### src/rpr_pkg.sv
`default_nettype none
package rpr_pkg;

	localparam int MAX_FRAME      = 256;
	localparam int CHECKSUM_BYTES = 2;
	localparam int CNT_W          = $clog2(MAX_FRAME + 1);

	localparam int BYTE_W     = 8;
	localparam int TS_W       = 40;
	localparam int START_W    = 32;
	localparam int CMD_W      = 2;
	localparam int ADDR_W     = 16;
	localparam int CFG_IDX_W  = 2;
	localparam int CFG_DATA_W = 40;

	localparam int REPLY_BYTES  = 22;
	localparam int IDX_W        = $clog2(REPLY_BYTES);
	localparam int REPLY_LENGTH = 24;

	localparam logic [BYTE_W-1:0] FC_LO  = 8'h41;
	localparam logic [BYTE_W-1:0] FC_HI  = 8'h88;
	localparam logic [BYTE_W-1:0] CHAR_P = 8'h50;
	localparam logic [BYTE_W-1:0] CHAR_I = 8'h49;
	localparam logic [BYTE_W-1:0] CHAR_O = 8'h4F;

	localparam logic [ADDR_W-1:0] PAN_RESET  = 16'hCAFE;
	localparam logic [ADDR_W-1:0] DEST_RESET = 16'h1234;
	localparam logic [ADDR_W-1:0] SRC_RESET  = 16'h5678;
	localparam logic [TS_W-1:0]   DELAY_RESET = TS_W'(64'd12000 * 64'd65536);

	typedef enum logic [CMD_W-1:0] {
		CMD_BYTE  = 2'd0,
		CMD_END   = 2'd1,
		CMD_ERROR = 2'd2
	} cmd_t;

	typedef enum logic [CFG_IDX_W-1:0] {
		REG_PAN_ID      = 2'd0,
		REG_DEST_ADDR   = 2'd1,
		REG_SRC_ADDR    = 2'd2,
		REG_REPLY_DELAY = 2'd3
	} reg_idx_t;

	typedef struct packed {
		logic [ADDR_W-1:0] pan_id;
		logic [ADDR_W-1:0] dest_address;
		logic [ADDR_W-1:0] source_address;
		logic [TS_W-1:0]   reply_delay;
	} rpr_cfg_t;

	typedef struct packed {
		logic [BYTE_W-1:0]  seq;
		logic [BYTE_W-1:0]  mac;
		logic [TS_W-1:0]    t2;
		logic [START_W-1:0] start;
	} rpr_reply_t;

	typedef struct packed {
		logic       valid;
		rpr_reply_t data;
	} rpr_reply_req_t;

endpackage
`default_nettype wire

### src/rpr_in_if.sv
`default_nettype none
interface rpr_in_if;
	logic                           valid;
	logic                           ready;
	logic [rpr_pkg::CMD_W-1:0]      command;
	logic [rpr_pkg::BYTE_W-1:0]     rx_byte;
	logic [rpr_pkg::TS_W-1:0]       rx_timestamp;

	modport source (output valid, output command, output rx_byte, output rx_timestamp,
		input ready);
	modport sink (input valid, input command, input rx_byte, input rx_timestamp,
		output ready);
endinterface
`default_nettype wire

### src/rpr_out_if.sv
`default_nettype none
interface rpr_out_if;
	logic                           valid;
	logic                           ready;
	logic [rpr_pkg::BYTE_W-1:0]     tx_byte;
	logic                           tx_last;
	logic [rpr_pkg::START_W-1:0]    tx_start_time;
	logic [rpr_pkg::BYTE_W-1:0]     tx_length;

	modport source (output valid, output tx_byte, output tx_last, output tx_start_time,
		output tx_length, input ready);
	modport sink (input valid, input tx_byte, input tx_last, input tx_start_time,
		input tx_length, output ready);
endinterface
`default_nettype wire

### src/rpr_parser.sv
`default_nettype none
module rpr_parser (
	input  wire logic              clk,
	input  wire logic              arst_n,
	rpr_in_if.sink                 in_ch,
	input  wire rpr_pkg::rpr_cfg_t cfg,
	input  wire logic              busy,
	output rpr_pkg::rpr_reply_req_t req
);
	import rpr_pkg::*;

	logic [CNT_W-1:0]  count_q;
	logic [BYTE_W-1:0] prev_q;
	logic              pair_q;
	logic              match_q;
	logic [BYTE_W-1:0] seq_q;
	logic [CNT_W-1:0]  seq_pos_q;
	logic [BYTE_W-1:0] mac_q;

	logic              accept;
	cmd_t              cmd;
	logic              have_room;
	logic              reply_ok;
	logic [TS_W-1:0]   sum;

	assign in_ch.ready = !busy;
	assign accept      = in_ch.valid && in_ch.ready;
	assign cmd         = cmd_t'(in_ch.command);
	assign have_room   = count_q < CNT_W'(MAX_FRAME);
	assign reply_ok    = (count_q > CNT_W'(CHECKSUM_BYTES)) && match_q &&
		(seq_pos_q < (count_q - CNT_W'(CHECKSUM_BYTES)));
	assign sum         = in_ch.rx_timestamp + cfg.reply_delay;

	assign req.valid      = accept && (cmd == CMD_END) && reply_ok;
	assign req.data.seq   = seq_q;
	assign req.data.mac   = mac_q;
	assign req.data.t2    = in_ch.rx_timestamp;
	assign req.data.start = sum[TS_W-1:TS_W-START_W];

	always_ff @(posedge clk or negedge arst_n) begin
		if (!arst_n) begin
			count_q   <= '0;
			prev_q    <= '0;
			pair_q    <= 1'b0;
			match_q   <= 1'b0;
			seq_q     <= '0;
			seq_pos_q <= '0;
			mac_q     <= '0;
		end else if (accept) begin
			unique case (cmd)
				CMD_BYTE: begin
					if (have_room) begin
						if (!pair_q && (count_q != '0) && (prev_q == CHAR_P) &&
							(in_ch.rx_byte == CHAR_I)) begin
							pair_q    <= 1'b1;
							seq_pos_q <= count_q + CNT_W'(1);
						end else if (pair_q && !match_q && (count_q == seq_pos_q)) begin
							seq_q   <= in_ch.rx_byte;
							match_q <= 1'b1;
						end
						prev_q  <= in_ch.rx_byte;
						count_q <= count_q + CNT_W'(1);
					end
				end
				CMD_END, CMD_ERROR: begin
					if ((cmd == CMD_END) && reply_ok) begin
						mac_q <= mac_q + BYTE_W'(1);
					end
					count_q   <= '0;
					prev_q    <= '0;
					pair_q    <= 1'b0;
					match_q   <= 1'b0;
					seq_q     <= '0;
					seq_pos_q <= '0;
				end
				default: begin
				end
			endcase
		end
	end

	a_match_needs_pair: assert property (@(posedge clk) disable iff (!arst_n)
		match_q |-> pair_q) else $error("sequence byte captured without a pair");
	a_seq_pos_bound: assert property (@(posedge clk) disable iff (!arst_n)
		pair_q |-> (seq_pos_q <= count_q)) else $error("sequence position ahead of count");
	a_no_req_when_busy: assert property (@(posedge clk) disable iff (!arst_n)
		req.valid |-> !busy) else $error("reply issued while pending slot full");

endmodule
`default_nettype wire

### src/rpr_serializer.sv
`default_nettype none
module rpr_serializer (
	input  wire logic                    clk,
	input  wire logic                    arst_n,
	input  wire rpr_pkg::rpr_reply_req_t req,
	input  wire rpr_pkg::rpr_cfg_t       cfg,
	output logic                         busy,
	rpr_out_if.source                    out_ch
);
	import rpr_pkg::*;

	localparam logic [IDX_W-1:0] LAST_IDX = IDX_W'(REPLY_BYTES - 1);

	logic                          pend_valid_q;
	rpr_reply_t                    pend_q;
	logic                          active_q;
	logic [IDX_W-1:0]              idx_q;
	rpr_reply_t                    cur_q;
	logic                          out_valid_q;
	logic [BYTE_W-1:0]             byte_q;
	logic                          last_q;
	logic [START_W-1:0]            start_q;

	logic                          load;
	logic                          at_last;
	logic                          take;
	logic [TS_W-1:0]               t3;
	logic [REPLY_BYTES-1:0][BYTE_W-1:0] frame;

	assign busy    = pend_valid_q;
	assign load    = active_q && (!out_valid_q || out_ch.ready);
	assign at_last = idx_q == LAST_IDX;
	assign take    = pend_valid_q && (!active_q || (load && at_last));
	assign t3      = {cur_q.start, 8'h00};

	always_comb begin
		frame[0]  = FC_LO;
		frame[1]  = FC_HI;
		frame[2]  = cur_q.mac;
		frame[3]  = cfg.pan_id[7:0];
		frame[4]  = cfg.pan_id[15:8];
		frame[5]  = cfg.dest_address[7:0];
		frame[6]  = cfg.dest_address[15:8];
		frame[7]  = cfg.source_address[7:0];
		frame[8]  = cfg.source_address[15:8];
		frame[9]  = CHAR_P;
		frame[10] = CHAR_O;
		frame[11] = cur_q.seq;
		for (int k = 0; k < 5; k++) begin
			frame[12 + k] = cur_q.t2[8*k +: 8];
			frame[17 + k] = t3[8*k +: 8];
		end
	end

	always_ff @(posedge clk or negedge arst_n) begin
		if (!arst_n) begin
			pend_valid_q <= 1'b0;
			active_q     <= 1'b0;
			idx_q        <= '0;
			out_valid_q  <= 1'b0;
		end else begin
			if (req.valid) begin
				pend_valid_q <= 1'b1;
			end else if (take) begin
				pend_valid_q <= 1'b0;
			end
			if (take) begin
				active_q <= 1'b1;
				idx_q    <= '0;
			end else if (load && at_last) begin
				active_q <= 1'b0;
			end else if (load) begin
				idx_q <= idx_q + IDX_W'(1);
			end
			if (load) begin
				out_valid_q <= 1'b1;
			end else if (out_ch.ready) begin
				out_valid_q <= 1'b0;
			end
		end
	end

	always_ff @(posedge clk) begin
		if (req.valid) begin
			pend_q <= req.data;
		end
		if (take) begin
			cur_q <= pend_q;
		end
		if (load) begin
			byte_q  <= frame[idx_q];
			last_q  <= at_last;
			start_q <= cur_q.start;
		end
	end

	assign out_ch.valid         = out_valid_q;
	assign out_ch.tx_byte       = byte_q;
	assign out_ch.tx_last       = last_q;
	assign out_ch.tx_start_time = start_q;
	assign out_ch.tx_length     = BYTE_W'(REPLY_LENGTH);

	a_no_overwrite: assert property (@(posedge clk) disable iff (!arst_n)
		req.valid |-> !pend_valid_q) else $error("pending reply overwritten");
	a_idx_range: assert property (@(posedge clk) disable iff (!arst_n)
		active_q |-> (idx_q <= LAST_IDX)) else $error("byte index out of range");
	a_end_of_reply: assert property (@(posedge clk) disable iff (!arst_n)
		(load && at_last && !pend_valid_q) |=> (!active_q && out_valid_q && last_q))
		else $error("reply did not close on last byte");

endmodule
`default_nettype wire

### src/ranging_ping_responder.sv
// Ranging ping responder, responder side of two-way ranging.
// in_ch carries one item per transfer: command 0 with a received frame byte,
// command 1 for a good frame end with its 40-bit receive timestamp, command 2
// for a receive error or timeout. Command 3 is dropped.
// out_ch carries the 22-byte reply, one byte per transfer, tx_last on the
// final byte, with the delayed start time and length on every byte.
// Configuration: cfg_we, cfg_index and cfg_data write pan_id (0),
// dest_address (1), source_address (2) and reply_delay (3) registers;
// write only while no reply is in flight.
// Throughput: in_ch takes one item per cycle while ready is high. A matching frame end puts a
// reply into a one-entry pending slot; in_ch ready drops while that slot is
// full: in the cycle after each matching frame end, and beyond it while the
// serializer is still sending an earlier reply.
// The reply to a matching frame end goes from the pending slot to the
// current-reply register, then byte by byte into the single output byte
// register; bytes follow one per cycle while out_ch is ready.
// Reset clears the frame state and MAC sequence counter and reloads the
// register defaults. A stalled out_ch holds its byte and the serializer.
`default_nettype none
module ranging_ping_responder (
	input  wire logic                            clk,
	input  wire logic                            arst_n,
	rpr_in_if.sink                               in_ch,
	rpr_out_if.source                            out_ch,
	input  wire logic                            cfg_we,
	input  wire logic [rpr_pkg::CFG_IDX_W-1:0]   cfg_index,
	input  wire logic [rpr_pkg::CFG_DATA_W-1:0]  cfg_data
);
	import rpr_pkg::*;

	rpr_cfg_t       cfg_q;
	rpr_reply_req_t req;
	logic           busy;

	always_ff @(posedge clk or negedge arst_n) begin
		if (!arst_n) begin
			cfg_q.pan_id         <= PAN_RESET;
			cfg_q.dest_address   <= DEST_RESET;
			cfg_q.source_address <= SRC_RESET;
			cfg_q.reply_delay    <= DELAY_RESET;
		end else if (cfg_we) begin
			unique case (reg_idx_t'(cfg_index))
				REG_PAN_ID:      cfg_q.pan_id         <= cfg_data[ADDR_W-1:0];
				REG_DEST_ADDR:   cfg_q.dest_address   <= cfg_data[ADDR_W-1:0];
				REG_SRC_ADDR:    cfg_q.source_address <= cfg_data[ADDR_W-1:0];
				REG_REPLY_DELAY: cfg_q.reply_delay    <= cfg_data[TS_W-1:0];
				default: begin
				end
			endcase
		end
	end

	rpr_parser u_parser (
		.clk    (clk),
		.arst_n (arst_n),
		.in_ch  (in_ch),
		.cfg    (cfg_q),
		.busy   (busy),
		.req    (req)
	);

	rpr_serializer u_serializer (
		.clk    (clk),
		.arst_n (arst_n),
		.req    (req),
		.cfg    (cfg_q),
		.busy   (busy),
		.out_ch (out_ch)
	);

endmodule
`default_nettype wire
### src/flat_wrapper.sv
// flat-port wrapper written by rule: the top's interface ports become plain ports
module ranging_ping_responder_flat import rpr_pkg::*;
  (clk, arst_n, cfg_we, cfg_index, cfg_data, in_ch_valid, in_ch_command, in_ch_rx_byte, in_ch_rx_timestamp, in_ch_ready, out_ch_valid, out_ch_tx_byte, out_ch_tx_last, out_ch_tx_start_time, out_ch_tx_length, out_ch_ready);
  rpr_in_if in_ch_i ();
  rpr_out_if out_ch_i ();
  input  wire logic clk;
  input  wire logic arst_n;
  input  wire logic cfg_we;
  input  wire logic [rpr_pkg::CFG_IDX_W-1:0] cfg_index;
  input  wire logic [rpr_pkg::CFG_DATA_W-1:0] cfg_data;
  input wire logic [$bits(in_ch_i.valid)-1:0] in_ch_valid;
  input wire logic [$bits(in_ch_i.command)-1:0] in_ch_command;
  input wire logic [$bits(in_ch_i.rx_byte)-1:0] in_ch_rx_byte;
  input wire logic [$bits(in_ch_i.rx_timestamp)-1:0] in_ch_rx_timestamp;
  output wire logic [$bits(in_ch_i.ready)-1:0] in_ch_ready;
  output wire logic [$bits(out_ch_i.valid)-1:0] out_ch_valid;
  output wire logic [$bits(out_ch_i.tx_byte)-1:0] out_ch_tx_byte;
  output wire logic [$bits(out_ch_i.tx_last)-1:0] out_ch_tx_last;
  output wire logic [$bits(out_ch_i.tx_start_time)-1:0] out_ch_tx_start_time;
  output wire logic [$bits(out_ch_i.tx_length)-1:0] out_ch_tx_length;
  input wire logic [$bits(out_ch_i.ready)-1:0] out_ch_ready;
  assign in_ch_i.valid = in_ch_valid;
  assign in_ch_i.command = in_ch_command;
  assign in_ch_i.rx_byte = in_ch_rx_byte;
  assign in_ch_i.rx_timestamp = in_ch_rx_timestamp;
  assign in_ch_ready = in_ch_i.ready;
  assign out_ch_valid = out_ch_i.valid;
  assign out_ch_tx_byte = out_ch_i.tx_byte;
  assign out_ch_tx_last = out_ch_i.tx_last;
  assign out_ch_tx_start_time = out_ch_i.tx_start_time;
  assign out_ch_tx_length = out_ch_i.tx_length;
  assign out_ch_i.ready = out_ch_ready;
  ranging_ping_responder u_core (.clk(clk), .arst_n(arst_n), .in_ch(in_ch_i), .out_ch(out_ch_i), .cfg_we(cfg_we), .cfg_index(cfg_index), .cfg_data(cfg_data));
endmodule
### config.mk
export PLATFORM = sky130hd
export DESIGN_NAME = ranging_ping_responder_flat
export DESIGN_NICKNAME = d
export VERILOG_FILES = /design/src/rpr_pkg.sv /design/src/rpr_in_if.sv /design/src/rpr_out_if.sv /design/src/rpr_parser.sv /design/src/rpr_serializer.sv /design/src/ranging_ping_responder.sv /design/src/flat_wrapper.sv
export SDC_FILE = /design/constraint.sdc
export NUM_CORES = 1
export LEC_CHECK = 0
export BUFFER_PORTS_ARGS = -buffer_cell sky130_fd_sc_hd__buf_4
export CORE_MARGIN = 3
export CORE_UTILIZATION = 29
export DETAILED_ROUTE_END_ITERATION = 10
export HOLD_SLACK_MARGIN = 0.05
export PLACE_DENSITY = 0.54
export SYNTH_ARGS = -nofsm -noshare
export SYNTH_HDL_FRONTEND = slang
export SYNTH_SLANG_ARGS = --single-unit
### constraint.sdc
create_clock -name clk -period 7.1 [get_ports clk]
set_input_delay 1.775 -clock clk [delete_from_list [all_inputs] [get_ports clk]]
set_output_delay 1.775 -clock clk [all_outputs]
set_load 0.005 [all_outputs]
## Yosys cells after proc, flatten, opt, wreduce, memory -nomap -nowiden

Index checks and enable logic that the tools add are counted.

- Shifts and indexed selects: 0
- Div/mod/pow operators: 0
- Equal/unequal tests: 14
- Multiplexer cells: 29
- Order comparisons: 4
- $mul: 0
- Reductions and logical operators: 39
- $add $sub $neg: 5
- Bitwise gates (word level): 0

Operators by type and width:

| cell | count |
|---|---|
| 40-bit adder | 1 |
| 8-bit binary-select mux with 5-bit select | 1 |
| 8-bit 2-to-1 mux | 5 |
| 9-bit case mux with 2 select lines | 2 |
| 8-bit case mux with 2 select lines | 2 |
| 9-bit 2-to-1 mux | 3 |
| 8-bit by 7-bit == test with 1-bit output (second input constant) | 2 |
| 5-bit 2-to-1 mux | 3 |
| 1-bit logical AND | 14 |
| 1-bit 2-to-1 mux | 11 |
| 2-bit != test (second input constant) | 5 |
| 2-bit AND reduction | 5 |
| 2-bit nonzero test | 5 |
| 9-bit by 1-bit adder with 9-bit output (second input constant) | 1 |
| 9-bit == test | 1 |
| 9-bit by 2-bit > comparator with 1-bit output (second input constant) | 1 |
| 9-bit less-than comparator | 1 |
| 9-bit less-than comparator (second input constant) | 1 |
| 9-bit nonzero test | 1 |
| 9-bit by 2-bit subtractor with 9-bit output (second input constant) | 1 |
| 8-bit by 1-bit adder with 8-bit output (second input constant) | 1 |
| 2-bit == test (second input constant) | 3 |
| 5-bit by 6-bit less-than comparator with 1-bit output (second input constant) | 1 |
| 3-bit AND reduction | 2 |
| other kinds (10) | 18 |

- ROM bits: 0
- Output and inout port bits: 51
- RAM bits: 0
- Memories: 0
- Word-level logic and storage cells: 117
- Flip-flop bits (word level): 357
- Latch bits: 0

## Logic depth before layout (Yosys ltp)

- Depth after elaboration: 8
- Depth in mapped cells: 13

## Modules after synthesis

Synthesis repeated with hierarchy kept, for this count alone.

- Cell total of the unflattened synthesis: 1221
- Area total of the unflattened synthesis: 16495.8 um2

By module, submodules not included:

| module | cells each | instances | area an instance (um2) | sequential area each (um2) |
|---|---|---|---|---|
| rpr_serializer | 432 | 1 | 8250.4 | 6716.4 |
| rpr_parser | 602 | 1 | 4914.7 | 1101.1 |
| ranging_ping_responder | 187 | 1 | 3330.7 | 2240.9 |

## Worst setup path before layout

OpenSTA, ideal clock, no wires.

- Path kind: input port to flip-flop
- Start: input port in_ch_valid
- End: register u_core.u_serializer.pend_q[0] (netlist bit) (enable)
- Path slack: 0.398 ns
- Required time: 6.565 ns
- Arrival: 6.167 ns
- Path buffers: 0
- Stages on the path: 5
- Cells stage by stage: nor2b_1 nand3_1 a211oi_1 o31ai_1 nor2_1

RTL lines:

| element | line | source |
|---|---|---|
| start, declared | flat_wrapper.sv:11 | `input wire logic [$bits(in_ch_i.valid)-1:0] in_ch_valid;` |
| end signal, assigned | rpr_serializer.sv:85 | `pend_q <= req.data;` |
| end, declared | rpr_serializer.sv:15 | `rpr_reply_t pend_q;` |

==> run_summary.xml <==
<?xml version="1.0" encoding="UTF-8"?>
<metrics>
  <group name="clocking">
    <metric name="cts_made_buffers" unit="">39</metric>
    <metric name="cts.reportedPaths.clkPinSlew" unit="ns">0.06</metric>
    <metric name="cts_tree" unit="">yes</metric>
    <metric name="clock_sink_count" unit="">357</metric>
    <metric name="cts_setup_buffers" unit="">0</metric>
    <metric name="hold_buffers" unit="">0</metric>
    <metric name="ctsHtreeMaxLevel" unit="">2</metric>
    <metric name="clk-insertion-delay-late" unit="ns">0.53</metric>
    <metric name="ctsResizeCount" unit="">0</metric>
    <metric name="cts_root_buffer" unit="">clkbuf_16</metric>
    <metric name="cts.path.max_buffers" unit="">3</metric>
  </group>
  <group name="timing">
    <metric name="timing.max_slew.rel_slack" unit="%">32.8</metric>
    <metric name="share_of_the_clock_period_used_by_the_worst_path_after_layout" unit="%">56.6</metric>
    <metric name="worst_clock_skew" unit="ns">0.0150</metric>
    <metric name="setup_tns_after_final_layout" unit="ns">0</metric>
    <metric name="report.final.hold_viol_count" unit="">0</metric>
    <metric name="maxSlewViolCount" unit="">0</metric>
    <metric name="worst_slew_pin_tran" unit="ns">1.01</metric>
    <metric name="timing.final.setup_violations" unit="">0</metric>
    <metric name="grt_setup_unrepaired" unit="">false</metric>
    <metric name="layout_min_cycle_time" unit="ns">4.02</metric>
    <metric name="fmax" unit="MHz">249</metric>
  </group>
  <group name="global_routing">
    <metric name="antenna_found_initial" unit="">7</metric>
    <metric name="all_layer_global_routing_usage" unit="%">14.2</metric>
    <metric name="grt.overflow.total" unit="">0</metric>
    <metric name="number_of_global_route_vias_before_repair" unit="">10000</metric>
    <metric name="largest_net_degree_at_the_start_of_global_routing" unit="">76</metric>
    <metric name="first_pass_grt_wire_length" unit="um">62000</metric>
  </group>
  <group name="synthesis">
    <metric name="yosys_warnings" unit="">0</metric>
    <metric name="synth_top_cell_area_share" unit="%">40.7</metric>
    <metric name="synth.top_cells.by_area" unit="">edfxtp_1, dfrtp_1, mux2_2, dfstp_2, ha_1</metric>
    <metric name="syn-cell-area" unit="mm2">0.0160</metric>
    <metric name="synthArstFlopShare" unit="%">39.2</metric>
    <metric name="yosysMostFrequentCell" unit="">edfxtp_1</metric>
    <metric name="avgSynthCellArea" unit="um2">13.7</metric>
    <metric name="library_cell_with_the_largest_summed_area_after_synthesis" unit="">edfxtp_1</metric>
    <metric name="yosys.cell_types.count" unit="">70</metric>
    <metric name="syn_inst" unit="">1169</metric>
    <metric name="number_of_flops_mapped_to_enable_cells_by_yosys" unit="">217</metric>
    <metric name="synth.yosys.seq_area_share" unit="%">62.9</metric>
    <metric name="post_synth_most_frequent_cells" unit="">edfxtp_1, dfrtp_1, mux2_2</metric>
    <metric name="synth_seq_cells" unit="">357</metric>
    <metric name="dominantRegCellSynth" unit="">edfxtp_1</metric>
  </group>
  <group name="worst_setup_path">
    <metric name="critical_path_arrival" unit="ns">4.17</metric>
    <metric name="path_cells" unit="">nor3_1 &gt; nor3b_1 &gt; xnor2_1 &gt; ha_1 &gt; a21o_1 &gt; a21o_1 &gt; a211oi_1 &gt; o31ai_1 &gt; nor2_4 &gt; buf_4</metric>
    <metric name="r2r-start" unit="">u_core.u_parser.count_q[3]</metric>
    <metric name="ff2ff_path_depth" unit="">10</metric>
    <metric name="crit_path_start_kind" unit="">flop</metric>
    <metric name="worstReg2RegEnd" unit="">u_core.u_serializer.pend_q[67]</metric>
    <metric name="cp-end-kind" unit="">flop</metric>
    <metric name="critPathRequiredTime" unit="ns">7.26</metric>
    <metric name="cpLargestDelayFamily" unit="">simple AND/OR/NAND/NOR gates</metric>
    <metric name="slowest_stage" unit="">nor2_4</metric>
    <metric name="crit_path_max_cell_delay" unit="ns">0.61</metric>
    <metric name="path_buf_inv" unit="">1</metric>
    <metric name="r2r_setup_slack" unit="ns">3.08</metric>
    <metric name="critPathLaunch" unit="">u_core.u_parser.count_q[3]</metric>
    <metric name="worst_setup_path_category" unit="">flop to flop</metric>
    <metric name="critPathMostFrequentCell" unit="">a21o_1</metric>
    <metric name="critPathMaxFanout" unit="">45</metric>
  </group>
  <group name="drt">
    <metric name="postRouteWirelength" unit="um">41700</metric>
    <metric name="drt-vias-per-instance" unit="">4.85</metric>
    <metric name="detailroute.via_count" unit="">9869</metric>
    <metric name="route.detailed.drc" unit="">0</metric>
    <metric name="drt-pass1-iter-count" unit="">5</metric>
    <metric name="drt-initial-drc-count" unit="">677</metric>
    <metric name="antenna_left" unit="">0</metric>
    <metric name="wl_per_cell" unit="um">20.5</metric>
  </group>
  <group name="floorplanning">
    <metric name="core_area" unit="mm2">0.0542</metric>
    <metric name="start_util" unit="%">29.5</metric>
    <metric name="floorplan.die.height" unit="um">241</metric>
    <metric name="die_area" unit="mm2">0.0580</metric>
    <metric name="die_width" unit="um">241</metric>
    <metric name="placementRows" unit="">85</metric>
    <metric name="ioPinCount" unit="">148</metric>
  </group>
  <group name="layout">
    <metric name="finish.utilization" unit="%">35.0</metric>
    <metric name="area_growth" unit="%">18.7</metric>
    <metric name="num-nets-final" unit="">1458</metric>
    <metric name="fraction_of_layout_instances_using_a_drive_strength_above_1" unit="%">27.8</metric>
  </group>
  <group name="job">
    <metric name="maxCapViolations" unit="">0</metric>
  </group>
  <group name="power">
    <metric name="pwr_density_cell" unit="mW/mm2">344</metric>
    <metric name="p_leak" unit="nW">7.30</metric>
    <metric name="vdd_ir_drop_max" unit="V">0.000159</metric>
  </group>
  <group name="run_status">
    <metric name="status" unit="">finished clean</metric>
  </group>
  <group name="placement">
    <metric name="gp_congestion" unit="">0.853</metric>
    <metric name="port_buffers" unit="">139</metric>
    <metric name="dp_hpwl" unit="um">30500</metric>
  </group>
  <group name="hold_path">
    <metric name="min_delay_path_depth" unit="">0</metric>
    <metric name="holdCritPathClass" unit="">flop to flop</metric>
    <metric name="hold_end" unit="">u_core.u_serializer.cur_q[72]</metric>
    <metric name="hold_path.startpoint" unit="">u_core.u_serializer.pend_q[72]</metric>
  </group>
</metrics>
## layout by cell type (no fill, tap or decap), drive strengths merged, types with 16 or more instances in the layout
cell type / n
a21o: 18
dfrtp: 109
dfstp: 31
inv: 22
mux2i: 18
a21oi: 76
ha: 57
nand4: 16
o21ai: 52
nor3: 19
xnor2: 34
mux2: 98
nor2: 50
mux4: 16
nand3: 22
nand2: 91
edfxtp: 217
buf: 150
xor2: 23
clkbuf: 53
## power by group
part	leakage, nW	internal, mW	switching, mW
Sequential	3.65	2.60	0.238
Clock	0.581	1.11	0.808
Combinational	3.06	0.762	1.01
## logic make-up (layout without fill, tap and decap cells)
kind of cell	after synthesis	after routing	synth area share (%)
AO/OA/AOI/OAI	232	232	9.64
XOR/XNOR	57	57	3.12
adder cells (fa/ha/maj)	57	57	4.46
buffers and inverters	84	243	2.21
flip-flops	357	357	62.9
multiplexers	132	132	10.3
other	2	12	0.0469
AND/OR/NAND/NOR	248	248	7.37
## layer usage
layer / part of all wire, % / wire length [um] / GRT usage [%]
met1: 45 / 18600 / 19.0
met2: 47 / 19700 / 22.8
met3: 4.9 / 2050 / 2.89
met4: 3.1 / 1310 / 5.54
met5: 0.074 / 31 / 0
## state kept, by name, indices dropped and copies added (netlist names), 8 cells and up
| register | cells |
|---|---|
| u_core.cfg_q | 88 |
| u_core.u_serializer.cur_q | 88 |
| u_core.u_serializer.pend_q | 88 |
| u_core.u_serializer.out_ch.tx_start_time | 32 |
| u_core.u_parser.count_q | 9 |
| u_core.u_parser.seq_pos_q | 9 |
| u_core.u_parser.mac_q | 8 |
| u_core.u_parser.prev_q | 8 |
| u_core.u_parser.seq_q | 8 |
| u_core.u_serializer.out_ch.tx_byte | 8 |
## worst max-delay path by stage
stage / endpoint / slack, ns / cells past startpoint
after floorplan: u_core.u_serializer.pend_q[0] / 0.40 / 5
after global placement: u_core.u_serializer.pend_q[22] / 2.76 / 10
after detailed placement: u_core.u_serializer.pend_q[60] / 2.69 / 7
after CTS: u_core.u_serializer.pend_q[69] / 2.99 / 10
after global routing: u_core.u_serializer.pend_q[69] / 2.78 / 10
final: u_core.u_serializer.pend_q[67] / 3.08 / 10
## metrics by stage
step                      cell area [um2]  hold slack [ns]  total power [mW]  setup WS [ns]  instances
after floorplan                     16000            0.400              4.04          0.398       1175
after global placement              17800            0.402              4.63           2.76       1959
after detailed placement            17800            0.405              4.66           2.69       1959
after CTS                           19000            0.418              6.62           2.99       2030
after global routing                19000            0.422              6.92           2.78       2034
final                               19000            0.417              6.54           3.08       2034
## layout make-up
cell class / count / area, um2
Clock buffer: 53 / 1090
Tap cell: 696 / 871
Sequential cell: 357 / 10100
Inverter: 22 / 82.6
Clock inverter: 18 / 116
Multi-Input combinational cell: 734 / 5630
Timing Repair Buffer: 150 / 1130
Antenna cell: 4 / 10.0
Fill cell: 5291 / 35300
No activity file was read; power rests on OpenSTA's default activity.
